`src/sv/rlfp_pkg.sv`:
```
package rlfp_pkg;

	// Parse phases, one-hot
	typedef enum logic [7:0] {
		PH_PREFIX = 8'b0000_0001,
		PH_COMMA  = 8'b0000_0010,
		PH_ID     = 8'b0000_0100,
		PH_COL1   = 8'b0000_1000,
		PH_COL2   = 8'b0001_0000,
		PH_MSGID  = 8'b0010_0000,
		PH_PAY    = 8'b0100_0000,
		PH_DONE   = 8'b1000_0000
	} phase_t;

	// Verdict codes
	typedef enum logic [1:0] {
		ST_OK     = 2'd0,
		ST_NOT_US = 2'd1,
		ST_ERR    = 2'd2
	} status_t;

	localparam logic [7:0] CHAR_NUL   = 8'h00;
	localparam logic [7:0] CHAR_COMMA = 8'h2C;
	localparam logic [7:0] CHAR_COLON = 8'h3A;
	localparam logic [7:0] OFFSET_MAX = 8'hFF;
	localparam logic [2:0] PREFIX_LEN = 3'd5;
	localparam logic [1:0] COMMAS_TO_ID = 2'd2;

	// Per-line parser state
	typedef struct packed {
		phase_t      phase;
		logic [7:0]  field_count;
		logic [7:0]  line_offset;
		logic [1:0]  comma_seen;
		logic [7:0]  held_char;
		logic        held_valid;
		logic [63:0] id_capture;
		logic [3:0]  id_capture_len;
		logic [7:0]  pay_start;
	} line_state_t;

	localparam line_state_t LINE_RESET = '{
		phase:          PH_PREFIX,
		field_count:    8'd0,
		line_offset:    8'd0,
		comma_seen:     2'd0,
		held_char:      8'd0,
		held_valid:     1'b0,
		id_capture:     64'd0,
		id_capture_len: 4'd0,
		pay_start:      8'd0
	};

	// One verdict as it leaves the parser
	typedef struct packed {
		status_t     status;
		logic [63:0] msg_id;
		logic [3:0]  msg_id_len;
		logic [7:0]  payload_start;
		logic [7:0]  pay_len;
	} verdict_t;

	// Verdict push from the parser into the output register
	typedef struct packed {
		logic     valid;
		verdict_t data;
	} verdict_push_t;

	// Expected line prefix "+RCV=" by position
	function automatic logic [7:0] prefix_char(input logic [2:0] idx);
		logic [7:0] ch;
		unique case (idx)
			3'd0: ch = 8'h2B;
			3'd1: ch = 8'h52;
			3'd2: ch = 8'h43;
			3'd3: ch = 8'h56;
			3'd4: ch = 8'h3D;
			default: ch = CHAR_NUL;
		endcase
		return ch;
	endfunction

endpackage

```
`src/sv/rlfp_char_if.sv`:
```
interface rlfp_char_if;
	logic       valid;
	logic       ready;
	logic [7:0] char_in;
	logic       end_of_line;

	modport source (output valid, output char_in, output end_of_line, input ready);
	modport sink (input valid, input char_in, input end_of_line, output ready);
endinterface

```
`src/sv/rlfp_verdict_if.sv`:
```
interface rlfp_verdict_if;
	logic        valid;
	logic        ready;
	logic [1:0]  status;
	logic [63:0] msg_id;
	logic [3:0]  msg_id_len;
	logic [7:0]  payload_start;
	logic [7:0]  pay_len;

	modport source (output valid, output status, output msg_id, output msg_id_len,
		output payload_start, output pay_len, input ready);
	modport sink (input valid, input status, input msg_id, input msg_id_len,
		input payload_start, input pay_len, output ready);
endinterface

```
`src/sv/rlfp_parse_core.sv`:
```
module rlfp_parse_core #(
	parameter int ID_CHARS    = 8,
	parameter int MSGID_MAX   = 8,
	parameter int PAYLOAD_MAX = 64
) (
	input  logic                   clk,
	input  logic                   arst_n,
	input  logic                   node_id_we,
	input  logic [63:0]            node_id,
	rlfp_char_if.sink              in_ch,
	input  logic                   out_can_take,
	output rlfp_pkg::verdict_push_t push
);
	import rlfp_pkg::*;

	localparam logic [7:0] ID_CHARS_W    = 8'(ID_CHARS);
	localparam logic [3:0] MSGID_MAX_W   = 4'(MSGID_MAX);
	localparam logic [7:0] PAYLOAD_MAX_W = 8'(PAYLOAD_MAX);

	logic        in_valid_s1;
	logic [7:0]  char_s1;
	logic        eol_s1;
	logic [63:0] node_id_q;
	line_state_t line_q;
	line_state_t line_nxt;
	logic        emit;
	status_t     status;
	logic        do_payload;
	logic        s1_fire;
	logic [7:0]  fc_inc;
	logic [1:0]  cs_inc;
	logic [3:0]  len_inc;
	logic [7:0]  pay_inc;

	// Node identifier register
	always_ff @(posedge clk or negedge arst_n) begin
		if (!arst_n) begin
			node_id_q <= 64'd0;
		end else if (node_id_we) begin
			node_id_q <= node_id;
		end
	end

	// Advance the input register unless a verdict finds the output register full
	assign s1_fire     = in_valid_s1 && (!emit || out_can_take);
	assign in_ch.ready = !in_valid_s1 || s1_fire;

	always_ff @(posedge clk or negedge arst_n) begin
		if (!arst_n) begin
			in_valid_s1 <= 1'b0;
		end else if (in_ch.ready) begin
			in_valid_s1 <= in_ch.valid;
		end
	end

	always_ff @(posedge clk) begin
		if (in_ch.ready && in_ch.valid) begin
			char_s1 <= in_ch.char_in;
			eol_s1  <= in_ch.end_of_line;
		end
	end

	// Step the line state by one character
	always_comb begin
		line_nxt   = line_q;
		emit       = 1'b0;
		status     = ST_ERR;
		do_payload = 1'b0;
		fc_inc     = line_q.field_count + 8'd1;
		cs_inc     = line_q.comma_seen + 2'd1;
		len_inc    = line_q.id_capture_len + 4'd1;
		pay_inc    = 8'd0;

		if (eol_s1) begin
			emit     = (line_q.phase != PH_DONE);
			line_nxt = LINE_RESET;
		end else begin
			if (line_q.line_offset != OFFSET_MAX) begin
				line_nxt.line_offset = line_q.line_offset + 8'd1;
			end
			if (line_q.phase == PH_DONE) begin
				emit = 1'b0;
			end else if (char_s1 == CHAR_NUL) begin
				emit = 1'b1;
			end else begin
				unique case (line_q.phase)
					PH_PREFIX: begin
						if (char_s1 != prefix_char(line_q.field_count[2:0])) begin
							emit = 1'b1;
						end else if (fc_inc[2:0] == PREFIX_LEN) begin
							line_nxt.phase       = PH_COMMA;
							line_nxt.field_count = 8'd0;
						end else begin
							line_nxt.field_count = fc_inc;
						end
					end
					PH_COMMA: begin
						if (char_s1 == CHAR_COMMA) begin
							line_nxt.comma_seen = cs_inc;
							if (cs_inc >= COMMAS_TO_ID) begin
								line_nxt.phase       = PH_ID;
								line_nxt.field_count = 8'd0;
							end
						end
					end
					PH_ID: begin
						if (char_s1 != node_id_q[{line_q.field_count[2:0], 3'b000} +: 8]) begin
							emit   = 1'b1;
							status = ST_NOT_US;
						end else begin
							line_nxt.field_count = fc_inc;
							if (fc_inc >= ID_CHARS_W) begin
								line_nxt.phase = PH_COL1;
							end
						end
					end
					PH_COL1: begin
						if (char_s1 != CHAR_COLON) begin
							emit = 1'b1;
						end else begin
							line_nxt.phase = PH_COL2;
						end
					end
					PH_COL2: begin
						if (char_s1 != CHAR_COLON) begin
							emit = 1'b1;
						end else begin
							line_nxt.phase      = PH_MSGID;
							line_nxt.held_valid = 1'b0;
						end
					end
					PH_MSGID: begin
						if (!line_q.held_valid) begin
							line_nxt.held_char  = char_s1;
							line_nxt.held_valid = 1'b1;
						end else if (line_q.held_char == CHAR_COLON && char_s1 == CHAR_COLON) begin
							// "::" closes the message id
							line_nxt.held_valid = 1'b0;
							if (line_q.id_capture_len == 4'd0) begin
								emit = 1'b1;
							end else begin
								pay_inc = (line_q.line_offset != OFFSET_MAX) ?
									line_q.line_offset + 8'd1 : OFFSET_MAX;
								line_nxt.phase       = PH_PAY;
								line_nxt.field_count = 8'd0;
								line_nxt.pay_start   = pay_inc;
							end
						end else begin
							// Commit the held character; at the limit fall into payload
							line_nxt.id_capture[{line_q.id_capture_len[2:0], 3'b000} +: 8] =
								line_q.held_char;
							line_nxt.id_capture_len = len_inc;
							if (len_inc >= MSGID_MAX_W) begin
								line_nxt.held_valid  = 1'b0;
								line_nxt.phase       = PH_PAY;
								line_nxt.field_count = 8'd0;
								line_nxt.pay_start   = line_q.line_offset;
								do_payload           = 1'b1;
							end else begin
								line_nxt.held_char = char_s1;
							end
						end
					end
					PH_PAY: begin
						do_payload = 1'b1;
					end
					default: begin
						emit = 1'b0;
					end
				endcase

				// Count a payload character or close on the comma
				if (do_payload) begin
					if (char_s1 == CHAR_COMMA) begin
						emit   = 1'b1;
						status = ST_OK;
					end else begin
						line_nxt.field_count = line_nxt.field_count + 8'd1;
						if (line_nxt.field_count >= PAYLOAD_MAX_W) begin
							emit = 1'b1;
						end
					end
				end
			end
			if (emit) begin
				line_nxt.phase = PH_DONE;
			end
		end
	end

	// Build the verdict; failures carry zero fields
	always_comb begin
		push.valid       = in_valid_s1 && emit && out_can_take;
		push.data.status = status;
		if (status == ST_OK) begin
			push.data.msg_id        = line_nxt.id_capture;
			push.data.msg_id_len    = line_nxt.id_capture_len;
			push.data.payload_start = line_nxt.pay_start;
			push.data.pay_len       = line_nxt.field_count;
		end else begin
			push.data.msg_id        = 64'd0;
			push.data.msg_id_len    = 4'd0;
			push.data.payload_start = 8'd0;
			push.data.pay_len       = 8'd0;
		end
	end

	// Line state register
	always_ff @(posedge clk or negedge arst_n) begin
		if (!arst_n) begin
			line_q <= LINE_RESET;
		end else if (s1_fire) begin
			line_q <= line_nxt;
		end
	end

`ifndef NO_ASSERTIONS
	a_no_verdict_after_done: assert property (@(posedge clk) disable iff (!arst_n)
		push.valid |-> line_q.phase != PH_DONE)
		else $error("verdict pushed for a line that already has one");

	a_fail_fields_zero: assert property (@(posedge clk) disable iff (!arst_n)
		push.valid && push.data.status != ST_OK |->
			push.data.msg_id == 64'd0 && push.data.msg_id_len == 4'd0 &&
			push.data.payload_start == 8'd0 && push.data.pay_len == 8'd0)
		else $error("failed verdict carries nonzero fields");

	a_offset_monotonic: assert property (@(posedge clk) disable iff (!arst_n)
		s1_fire && !eol_s1 |=> line_q.line_offset >= $past(line_q.line_offset))
		else $error("line offset moved backward within a line");

	a_stall_holds_s1: assert property (@(posedge clk) disable iff (!arst_n)
		in_valid_s1 && !s1_fire |=> in_valid_s1 && $stable(char_s1) && $stable(eol_s1))
		else $error("stalled input register lost its character");
`endif

endmodule

```
`src/sv/rlfp_out_stage.sv`:
```
module rlfp_out_stage (
	input  logic                    clk,
	input  logic                    arst_n,
	input  rlfp_pkg::verdict_push_t push,
	output logic                    out_can_take,
	rlfp_verdict_if.source          out_ch
);
	import rlfp_pkg::*;

	logic     out_valid_q;
	verdict_t data_q;

	// Room when empty or when the held verdict leaves this cycle
	assign out_can_take = !out_valid_q || out_ch.ready;

	always_ff @(posedge clk or negedge arst_n) begin
		if (!arst_n) begin
			out_valid_q <= 1'b0;
		end else if (out_can_take) begin
			out_valid_q <= push.valid;
		end
	end

	// Load the verdict payload
	always_ff @(posedge clk) begin
		if (push.valid) begin
			data_q <= push.data;
		end
	end

	assign out_ch.valid         = out_valid_q;
	assign out_ch.status        = data_q.status;
	assign out_ch.msg_id        = data_q.msg_id;
	assign out_ch.msg_id_len    = data_q.msg_id_len;
	assign out_ch.payload_start = data_q.payload_start;
	assign out_ch.pay_len       = data_q.pay_len;

endmodule

```
`src/sv/receive_line_field_parser.sv`:
```
// Receive line field parser. Characters of a "+RCV=" line enter on in_ch, one
// transaction per character, the line closed by an end_of_line transaction (a
// char_in of zero also ends parsing). Exactly one verdict per line leaves on
// out_ch: data received with message id and payload position, not addressed
// to this node, or parse error. The block takes one character every cycle; a
// character is held in the input register, where the line state machine
// steps, and its verdict then sits in the output register. in_ch only
// stalls when a verdict is due while the output register still holds one
// that out_ch has not taken. Write node_id (first character in the low byte)
// only while no line is in progress.
module receive_line_field_parser #(
	parameter int ID_CHARS    = 8,
	parameter int MSGID_MAX   = 8,
	parameter int PAYLOAD_MAX = 64
) (
	input  logic           clk,
	input  logic           arst_n,
	input  logic           node_id_we,
	input  logic [63:0]    node_id,
	rlfp_char_if.sink      in_ch,
	rlfp_verdict_if.source out_ch
);
	import rlfp_pkg::*;

	verdict_push_t push;
	logic          out_can_take;

	// Line state machine
	rlfp_parse_core #(
		.ID_CHARS    (ID_CHARS),
		.MSGID_MAX   (MSGID_MAX),
		.PAYLOAD_MAX (PAYLOAD_MAX)
	) u_core (
		.clk          (clk),
		.arst_n       (arst_n),
		.node_id_we   (node_id_we),
		.node_id      (node_id),
		.in_ch        (in_ch),
		.out_can_take (out_can_take),
		.push         (push)
	);

	// Verdict output register
	rlfp_out_stage u_out (
		.clk          (clk),
		.arst_n       (arst_n),
		.push         (push),
		.out_can_take (out_can_take),
		.out_ch       (out_ch)
	);

endmodule

```
`src/flat_wrapper.sv`:
```
// flat-port wrapper written by rule: the top's interface ports become plain ports
module receive_line_field_parser_flat import rlfp_pkg::*;
#(
	parameter int ID_CHARS    = 8,
	parameter int MSGID_MAX   = 8,
	parameter int PAYLOAD_MAX = 64
)
  (clk, arst_n, node_id_we, node_id, in_ch_valid, in_ch_char_in, in_ch_end_of_line, in_ch_ready, out_ch_valid, out_ch_status, out_ch_msg_id, out_ch_msg_id_len, out_ch_payload_start, out_ch_pay_len, out_ch_ready);
  rlfp_char_if in_ch_i ();
  rlfp_verdict_if out_ch_i ();
  input  logic clk;
  input  logic arst_n;
  input  logic node_id_we;
  input  logic [63:0] node_id;
  input wire logic [$bits(in_ch_i.valid)-1:0] in_ch_valid;
  input wire logic [$bits(in_ch_i.char_in)-1:0] in_ch_char_in;
  input wire logic [$bits(in_ch_i.end_of_line)-1:0] in_ch_end_of_line;
  output wire logic [$bits(in_ch_i.ready)-1:0] in_ch_ready;
  output wire logic [$bits(out_ch_i.valid)-1:0] out_ch_valid;
  output wire logic [$bits(out_ch_i.status)-1:0] out_ch_status;
  output wire logic [$bits(out_ch_i.msg_id)-1:0] out_ch_msg_id;
  output wire logic [$bits(out_ch_i.msg_id_len)-1:0] out_ch_msg_id_len;
  output wire logic [$bits(out_ch_i.payload_start)-1:0] out_ch_payload_start;
  output wire logic [$bits(out_ch_i.pay_len)-1:0] out_ch_pay_len;
  input wire logic [$bits(out_ch_i.ready)-1:0] out_ch_ready;
  assign in_ch_i.valid = in_ch_valid;
  assign in_ch_i.char_in = in_ch_char_in;
  assign in_ch_i.end_of_line = in_ch_end_of_line;
  assign in_ch_ready = in_ch_i.ready;
  assign out_ch_valid = out_ch_i.valid;
  assign out_ch_status = out_ch_i.status;
  assign out_ch_msg_id = out_ch_i.msg_id;
  assign out_ch_msg_id_len = out_ch_i.msg_id_len;
  assign out_ch_payload_start = out_ch_i.payload_start;
  assign out_ch_pay_len = out_ch_i.pay_len;
  assign out_ch_i.ready = out_ch_ready;
  receive_line_field_parser #(.ID_CHARS(ID_CHARS), .MSGID_MAX(MSGID_MAX), .PAYLOAD_MAX(PAYLOAD_MAX)) u_core (.clk(clk), .arst_n(arst_n), .node_id_we(node_id_we), .node_id(node_id), .in_ch(in_ch_i), .out_ch(out_ch_i));
endmodule
```
`config.mk`:
```
export PLATFORM = sky130hd
export DESIGN_NAME = receive_line_field_parser_flat
export DESIGN_NICKNAME = d
export VERILOG_FILES = /design/src/sv/rlfp_pkg.sv /design/src/sv/rlfp_char_if.sv /design/src/sv/rlfp_verdict_if.sv /design/src/sv/rlfp_parse_core.sv /design/src/sv/rlfp_out_stage.sv /design/src/sv/receive_line_field_parser.sv /design/src/flat_wrapper.sv
export SDC_FILE = /design/constraint.sdc
export NUM_CORES = 1
export LEC_CHECK = 0
export BUFFER_PORTS_ARGS = -buffer_cell sky130_fd_sc_hd__buf_2
export CAP_MARGIN = 0
export CORE_MARGIN = 3
export CORE_UTILIZATION = 50
export CTS_CLUSTER_DIAMETER = 100
export DETAILED_ROUTE_END_ITERATION = 7
export HOLD_SLACK_MARGIN = 0.03
export PLACE_DENSITY_LB_ADDON = 0.25
export REMOVE_ABC_BUFFERS = 1
export SKIP_CTS_REPAIR_TIMING = 1
export SLEW_MARGIN = 10
export SYNTH_ARGS = -nofsm -noshare
export SYNTH_HDL_FRONTEND = slang
export SYNTH_SLANG_ARGS = --single-unit
```
`constraint.sdc`:
```
create_clock -name clk -period 21.2 [get_ports clk]
set_input_delay 3.18 -clock clk [delete_from_list [all_inputs] [get_ports clk]]
set_output_delay 3.18 -clock clk [all_outputs]
set_load 0.01 [all_outputs]
```
==> results of run 1 <==
stage by stage:
| stage | worst slack [ps] | total power [W] |
|---|---|---|
| after global placement | 12950 | 0.00115 |
| after CTS | 12180 | 0.00166 |
| after detailed placement | 12820 | 0.00116 |
| after floorplan | 10050 | 0.000986 |
| after global routing | 11680 | 0.00173 |
| final | 12190 | 0.00164 |
layer usage:
metal | global-route usage, % | up-vias
met4 | 6.84 | 8
li1 | - | 5056
met1 | 33.0 | 5303
met5 | 0 | -
met2 | 36.0 | 467
met3 | 4.73 | 77
worst paths after layout:
path	startpoint	end	slack (ps)	depth (start not counted)
max in group asynchronous	arst_n	u_core.u_core.line_q[91]	16700	3
hold reg to reg	u_core.u_core.line_q[60]	u_core.u_core.line_q[60]	490	1
setup / recovery	u_core.u_core.line_q[95]	in_ch_ready	12190	18
min in group asynchronous	arst_n	u_core.u_core.node_id_q[11]	2570	1
setup reg to reg	u_core.u_core.line_q[95]	u_core.u_out.out_ch.msg_id[58]	14670	19
hold / removal	u_core.u_core.line_q[60]	u_core.u_core.line_q[60]	490	1
critical path, stage by stage, from the launching register on:
cell	delay, ps
dfrtp_1	330
buf_4	380
inv_1	180
ha_1	380
nor4b_1	300
a211oi_1	90
nor4_1	660
nand3_1	380
o31ai_2	270
nor2_1	70
a21oi_1	210
ha_1	210
inv_1	60
o31a_1	290
o311a_1	400
o211a_1	150
buf_4	260
or3_1	430
buf_2	180
Yosys cell counts, types with 8 or more instances:
master / count / share of area [%]
nor2b_1: 9 / 0.41
a31oi_1: 25 / 1.1
edfxtp_1: 95 / 21
xor2_1: 15 / 0.95
and3_1: 22 / 0.99
ha_1: 13 / 1.2
mux2_2: 67 / 5.4
nor3_1: 20 / 0.72
o21ai_0: 39 / 1.4
buf_1: 11 / 0.30
o221ai_2: 12 / 1.3
nor4_1: 9 / 0.41
a21oi_1: 92 / 3.3
dfrtp_1: 176 / 32
nand4_1: 22 / 0.99
o221ai_1: 8 / 0.51
nand3_1: 62 / 2.2
mux4_2: 10 / 1.6
a21o_1: 8 / 0.43
buf_2: 17 / 0.61
clkbuf_1: 73 / 2.0
inv_1: 24 / 0.65
a32o_1: 62 / 4.5
nor3b_1: 9 / 0.49
nand2_1: 141 / 3.8
mux2i_1: 24 / 1.7
a22oi_1: 11 / 0.60
o21ai_1: 9 / 0.33
nor2_1: 62 / 1.7
and2_1: 12 / 0.54
sequential cells by signal (all words and copies together), names as in the netlist, 2 cells and up:
signal / count
u_core.u_out.out_ch.status: 2
u_core.u_core.node_id_q: 64
u_core.u_core.char_s1: 8
u_core.u_out.out_ch.msg_id: 64
u_core.u_core.line_q: 111
u_core.u_out.out_ch.pay_len: 8
u_core.u_out.out_ch.payload_start: 8
u_core.u_out.out_ch.msg_id_len: 4
cell families after synthesis:
logic type                 after synthesis  share of synthesized area (%)
and+or+nand+nor                        405                           14.5
xor gates and xnor gates                22                           1.39
adders and majority gates               13                           1.17
DFF                                    272                           52.6
buffers and inverters                  130                           3.89
AOI/OAI and AO/OA                      329                           17.7
muxes                                  101                           8.81
area by class of cell:
type | count | area [um2]
clock buffers | 47 | 855
clock inverters | 7 | 78.8
repair buffers | 185 | 982
well taps | 372 | 465
multi-input cells | 870 | 6050
flip-flops and latches | 272 | 7280
fillers | 2264 | 11300
inverters | 25 | 93.8
power by group:
part,switching (W),internal (W)
Combinational,0.000305,0.000149
Clock,0.000205,0.000288
Sequential,0.0000452,0.000650
==> results.md, run 1 <==
- Asr flop ratio synth: 65.1%
- P per Cell Area: between 100 and 150 nW/um2
- Final Hold Vio Count: 0
- Syn Std Cell Area: 13800 um2
- Total number of vias: between 10000 and 15000
- Starting Density: 51.1%
- Cell area after layout: approximately 16000 um2
- Main flop type after synthesis: dfrtp_1
- Longest Clk Path Bufs: 3
- Die Wd: 172 um
- Met1 WL: 15400 um
- Final Critical Period: 9010 ps
- Distinct cells, synth: 78
- DR iter-0 viols: 1137
- H-Tree Depth: 1
- Seq/Total Area, Yosys: 52.6%
- Cells after Synth: 1272
- Share of cells above drive strength 1: 24.0%
- CTS tree: built
- Drt total wl: 34800 um
- Max-cap violations: 0
- RSZ-0062 raised after global routing: no
- Endpoints failing setup: 0
- Die height: around 170 um
- Max_slew headroom: 25.3%
- Highest metal used: met5
- HP Class: flip-flop to flip-flop
- GRT Residual Overflow: 0
- Initial antenna violation count: 4
- Detail Route met3 WL: ~2800 um
- IO Pins: 166
- Synth warnings: 0
- Fin crit share: a little over two fifths
- Vias in the first global route: 10500
- Antenna fix cells: 0
- Crit path DAT: 5830 ps
- Avg Vias per Cell: 6.14
- Placed Cells: about 1700
- First-pass GRT wire length: 55800 um
- Pleak: roughly 6 nW
- Outcome: finished clean
- VDD IR max: 0.0598 mV
- Required @ worst endpoint: around 18000 ps
- Total core area: between 20000 and 30000 um2
- Overall Global Routing Usage: 23.1%
- Max Slew Vio Count: 0
- Clk root buf: clkbuf_16
- CTS buffer count: 29
- Nets: 1474
- Most frequent cells in the layout: dfrtp_1 (176), buf_2 (164), nand2_1 (139), edfxtp_1 (95), a21oi_1 (92)
- Full die area: 29700 um2
- Clock-pin slew on the worst setup and hold paths: 60 ps
- Synthesized flop and latch total: between 200 and 300
- DP Wirelength: 22800 um
- DRT antenna net count: 0
- Routed met2 length: 15700 um
- Slew @ Worst Pin: 1120 ps
- Routed len/inst: 19.6 um
- Port Buffer Count: 165
- Worst-path maximum fanout: 29
- Fin Setup TNS: 0 ps
- Worst hold slack: about 490 ps
- Crit Path Class: flip-flop to output port
- Post-route DRC: 0
- Crit path launch type: flip-flop
- Final Util: 58.3%
- Worst skew pair latency: 560 ps
- CTS sink count: 272
- Syn avg cell area: between 10 and 15 um2
- Maximum clock rate: 0.111 GHz
- Crit. End Element: output port
- Placed Instance Area: between 10000 and 15000 um2
- Layout Skew: around 12 ps
- Area delta synth->final: 14.2%
- GPL Wtd Cong: 0.912
- Drt pass-1 iters: 6
- Most common cell after layout, fill and taps aside: dfrtp_1
- Non-filler cells, final: 1778
- Number of synthesized flops with an enable pin: 95
- Row count: 60
- Largest net degree at the start of global routing: 77
Note: power is estimated with default switching activity, not from simulation.
==> run 2, diff against run 1 <==
--- a/config.mk
+++ b/config.mk
@@ -5,6 +5,7 @@
 export SDC_FILE = /design/constraint.sdc
 export NUM_CORES = 1
 export LEC_CHECK = 0
+export ABC_AREA = 1
 export BUFFER_PORTS_ARGS = -buffer_cell sky130_fd_sc_hd__buf_2
 export CAP_MARGIN = 0
 export CORE_MARGIN = 3
==> constraint.sdc (replaced) <==
create_clock -name clk -period 8.5 [get_ports clk]
set_input_delay 1.275 -clock clk [delete_from_list [all_inputs] [get_ports clk]]
set_output_delay 1.275 -clock clk [all_outputs]
set_load 0.01 [all_outputs]
==> results.md, run 2 <==
- Required @ worst endpoint: 7220 ps (was 18020 ps)
- Routed len/inst: 15.6 um (was 19.6 um)
- Largest net degree at the start of global routing: 170 (was 77)
- HP Start: u_core.u_core.line_q[2] (was u_core.u_core.line_q[60])
- VDD IR max: 0.151 mV (was 0.0598 mV)
- Commonest cells in the netlist: nand2_1 (383), nor2_1 (234), dfrtp_1 (176), inv_1 (164), o21ai_0 (155) (was dfrtp_1 (176), nand2_1 (141), edfxtp_1 (95), a21oi_1 (92), clkbuf_1 (73))
- Number of synthesized flops with an enable pin: 95 (unchanged)
- Worst R2R Start: u_core.u_core.line_q[96] (was u_core.u_core.line_q[95])
- RSZ-0062 raised after global routing: no (unchanged)
- Asr flop ratio synth: 65.1% (unchanged)
- Layout Skew: 15.2 ps (was 12.4 ps)
- Yosys top cell area share: 31.6% (was 31.8%)
- CTS sink count: 272 (unchanged)
- Fillers: 2485 (was 2264)
- DR iter-0 viols: 1176 (was 1137)
- RR Endpoint: u_core.u_core.line_q[87] (was u_core.u_out.out_ch.msg_id[58])
- Adder-Cell Fraction of Synth Area: 1.17% (about the same)
- Most frequent cells in the layout: nand2_1 (383), nor2_1 (233), dfrtp_1 (176), inv_1 (164), buf_2 (164) (was dfrtp_1 (176), buf_2 (164), nand2_1 (139), edfxtp_1 (95), a21oi_1 (92))
- Vias in the first global route: 11100 (was 10500)
- Crit path DAT: 4640 ps (was 5830 ps)
- Maximum clock rate: 0.169 GHz
- Distinct cells, synth: 47 (was 78)
- Synth Area in XOR/XNOR: 0.881% (was 1.39%)
- Drt total wl: 33800 um (was 34800 um)
- Synth Area in Simple Gates: 24.9% (was 14.5%)
- Clk root buf: clkbuf_16 (unchanged)
- GPL Wtd Cong: 0.909 (was 0.912)
- Max reg flops: 111 (unchanged)
- Most frequent cell after synthesis: nand2_1 (was dfrtp_1)
- Largest register by flop count: u_core.u_core.line_q (unchanged)
- GRT Residual Overflow: 0 (unchanged)
- Crit. End Element: output port (unchanged)
- Worst Reg-to-Reg Cells: 29 (was 19)
- Crit path launch type: flip-flop (unchanged)
- Avg Vias per Cell: 5.20 (was 6.14)
- Share of cells above drive strength 1: 17.9% (was 24.0%)
- Syn avg cell area: 8.51 um2 (was 10.9 um2)
- Clock-pin slew on the worst setup and hold paths: 60 ps (about the same)
- Most common cell after layout, fill and taps aside: nand2_1 (was dfrtp_1)
- CTS buffer count: 28 (was 29)
- Nets: 1863 (was 1474)
- DP Wirelength: 22900 um (was 22800 um)
- Total core area: 27200 um2 (was 27100 um2)
- P per Cell Area: 228 nW/um2 (was 104 nW/um2)
- Die height: 173 um (was 172 um)
- Slew @ Worst Pin: 1120 ps (about the same)
- Port Buffer Count: 165 (unchanged)
- Hold EP: u_core.u_core.line_q[2] (was u_core.u_core.line_q[60])
- Area leader, netlist: dfrtp_1 (unchanged)
- Initial antenna violation count: 0 (was 4)
- Worst-path maximum fanout: 21 (was 29)
- Pleak: 7.10 nW (was 6.09 nW)
- Row count: 60 (unchanged)
- Hold depth: 2 (was 1)
- CTS tree: built (unchanged)
- First-pass GRT wire length: 56600 um (was 55800 um)
- Final Critical Period: ~5900 ps
- DRT antenna net count: 0 (unchanged)
- Main combinational cell family by area after synthesis: simple AND/OR/NAND/NOR gates (was compound AO/OA/AOI/OAI gates)
- Max_slew headroom: 25.5% (was 25.3%)
- Worst skew pair latency: 550 ps (was 560 ps)
- Longest Clk Path Bufs: 3 (unchanged)
- Synth area leaders: dfrtp_1 (32%), edfxtp_1 (20%), nand2_1 (10%) (was dfrtp_1 (32%), edfxtp_1 (21%), mux2_2 (5.4%))
- R2R Setup Slk: 3090 ps (was 14670 ps)
- Post-synthesis compound-gate area fraction: 11.6% (was 17.7%)
- Post-synthesis mux area share: 1.37% (was 8.81%)
- Post-route DRC: 0 (unchanged)
- Die Wd: 173 um (was 172 um)
- HP Class: flip-flop to flip-flop (unchanged)
- Drt pass-1 iters: 6 (unchanged)
- Antenna fix cells: 0 (unchanged)
- H-Tree Depth: 1 (unchanged)
- Fin Setup TNS: 0 ps (unchanged)
- Max Slew Vio Count: 0 (unchanged)
- Full die area: 29900 um2 (was 29700 um2)
- Outcome: finished clean (unchanged)
- IO Pins: 166 (unchanged)
- Crit Path Class: flip-flop to output port (unchanged)
- Final Hold Vio Count: 0 (unchanged)
- Main flop type after synthesis: dfrtp_1 (unchanged)
- Starting Density: 51.2% (was 51.1%)
- Fin crit share: 69.6%
- Endpoints failing setup: 0 (unchanged)
- Synth warnings: 0 (unchanged)
- Max-cap violations: 0 (unchanged)
- Total number of vias: 11300 (was 10900)
- Synthesized flop and latch total: 272 (unchanged)
- Syn Std Cell Area: 13900 um2 (was 13800 um2)
- Area delta synth->final: 14.1% (was 14.2%)
- Cells after Synth: 1637 (was 1272)
- Overall Global Routing Usage: 22.7% (was 23.1%)
- Seq/Total Area, Yosys: 52.3% (was 52.6%)
- Worst hold slack: 476 ps (was 489 ps)
[run 2: cell count changes in the layout (fill, tap and decap cells not counted), moves of 12 or more]
| cell | before | now |
|---|---|---|
| o221ai_2 | 12 | 0 |
| o21ai_2 | 0 | 45 |
| a32o_1 | 62 | 1 |
| inv_1 | 24 | 164 |
| mux2_2 | 67 | 17 |
| nand3_1 | 61 | 100 |
| nor3_1 | 19 | 36 |
| nand2_1 | 139 | 383 |
| a31oi_1 | 25 | 0 |
| mux2i_1 | 24 | 0 |
| nor2_1 | 62 | 233 |
| a21oi_1 | 92 | 28 |
| o21ai_0 | 39 | 155 |
| and3_1 | 22 | 0 |
[run 2: metrics by stage]
step	worst slack, ps	power, W	cells	utilization, %	instance area [um2]
2_1_floorplan	885	0.00206	1567	-	13500
3_3_place_gp	2880	0.00232	2113	54.7	14900
3_5_place_dp	2740	0.00233	2113	54.7	14900
4_1_cts	2650	0.00366	2165	58.4	15900
5_1_grt	2150	0.00380	2166	58.5	15900
6_report	2580	0.00363	2166	58.5	15900
[run 2: logic make-up after synthesis]
family,Yosys count
compound gates,268
xor+xnor,14
fa+ha+maj,13
buf+inv,242
flops,272
mux,17
simple gates,811
[run 2: metal layers]
layer	global-route usage [%]	up-vias	wire length (um)
met1	33.4	5242	15800
met2	35.7	347	15300
met4	6.49	0	716
li1	-	5639	-
met5	0	-	0
met3	2.59	45	1930
[run 2: worst max path at each step]
stage,startpoint,end,cells after the start
5_1_grt,u_core.u_core.line_q[96],in_ch_ready,22
3_5_place_dp,u_core.u_core.line_q[96],u_core.u_out.out_ch.msg_id[61],25
2_1_floorplan,u_core.u_core.line_q[95],u_core.u_out.out_ch.msg_id[0],22
4_1_cts,u_core.u_core.line_q[96],in_ch_ready,24
6_report,u_core.u_core.line_q[96],in_ch_ready,24
3_3_place_gp,u_core.u_core.line_q[96],u_core.u_out.out_ch.msg_id[32],23
[run 2: area by class of cell]
type | instances | area [um2] | share of cell area [%]
Multi-Input combinational cell | 1123 | 5570 | 35.1
Clock buffer | 34 | 754 | 4.75
Sequential cell | 272 | 7280 | 45.8
Tap cell | 372 | 465 | 2.93
Clock inverter | 18 | 240 | 1.51
Timing Repair Buffer | 175 | 920 | 5.79
Inverter | 172 | 653 | 4.11
[run 2: power by group]
part           internal (W)  total, W  switching (W)
logic              0.000188  0.000683       0.000494
clock network      0.000812   0.00132       0.000512
registers           0.00155   0.00162      0.0000743
total               0.00255   0.00363        0.00108
[run 2: worst max-delay path: stages, from the launching register on]
cell and delay, ps:
dfrtp_1 890, inv_4 250, ha_1 300, inv_1 170, nand3_1 100, o21ai_0 80, o21ai_0 100, nor2_1 90
nand3_1 70, nor2_1 170, nand2_1 110, nand2_1 150, nand3_4 140, o21ai_2 250, inv_1 70, ha_1 190
nand2_1 90, inv_1 70, nand2_1 90, nand2_1 70, nand3_2 70, nand2_2 80, nand3_4 110, nand4_1 170
buf_2 210
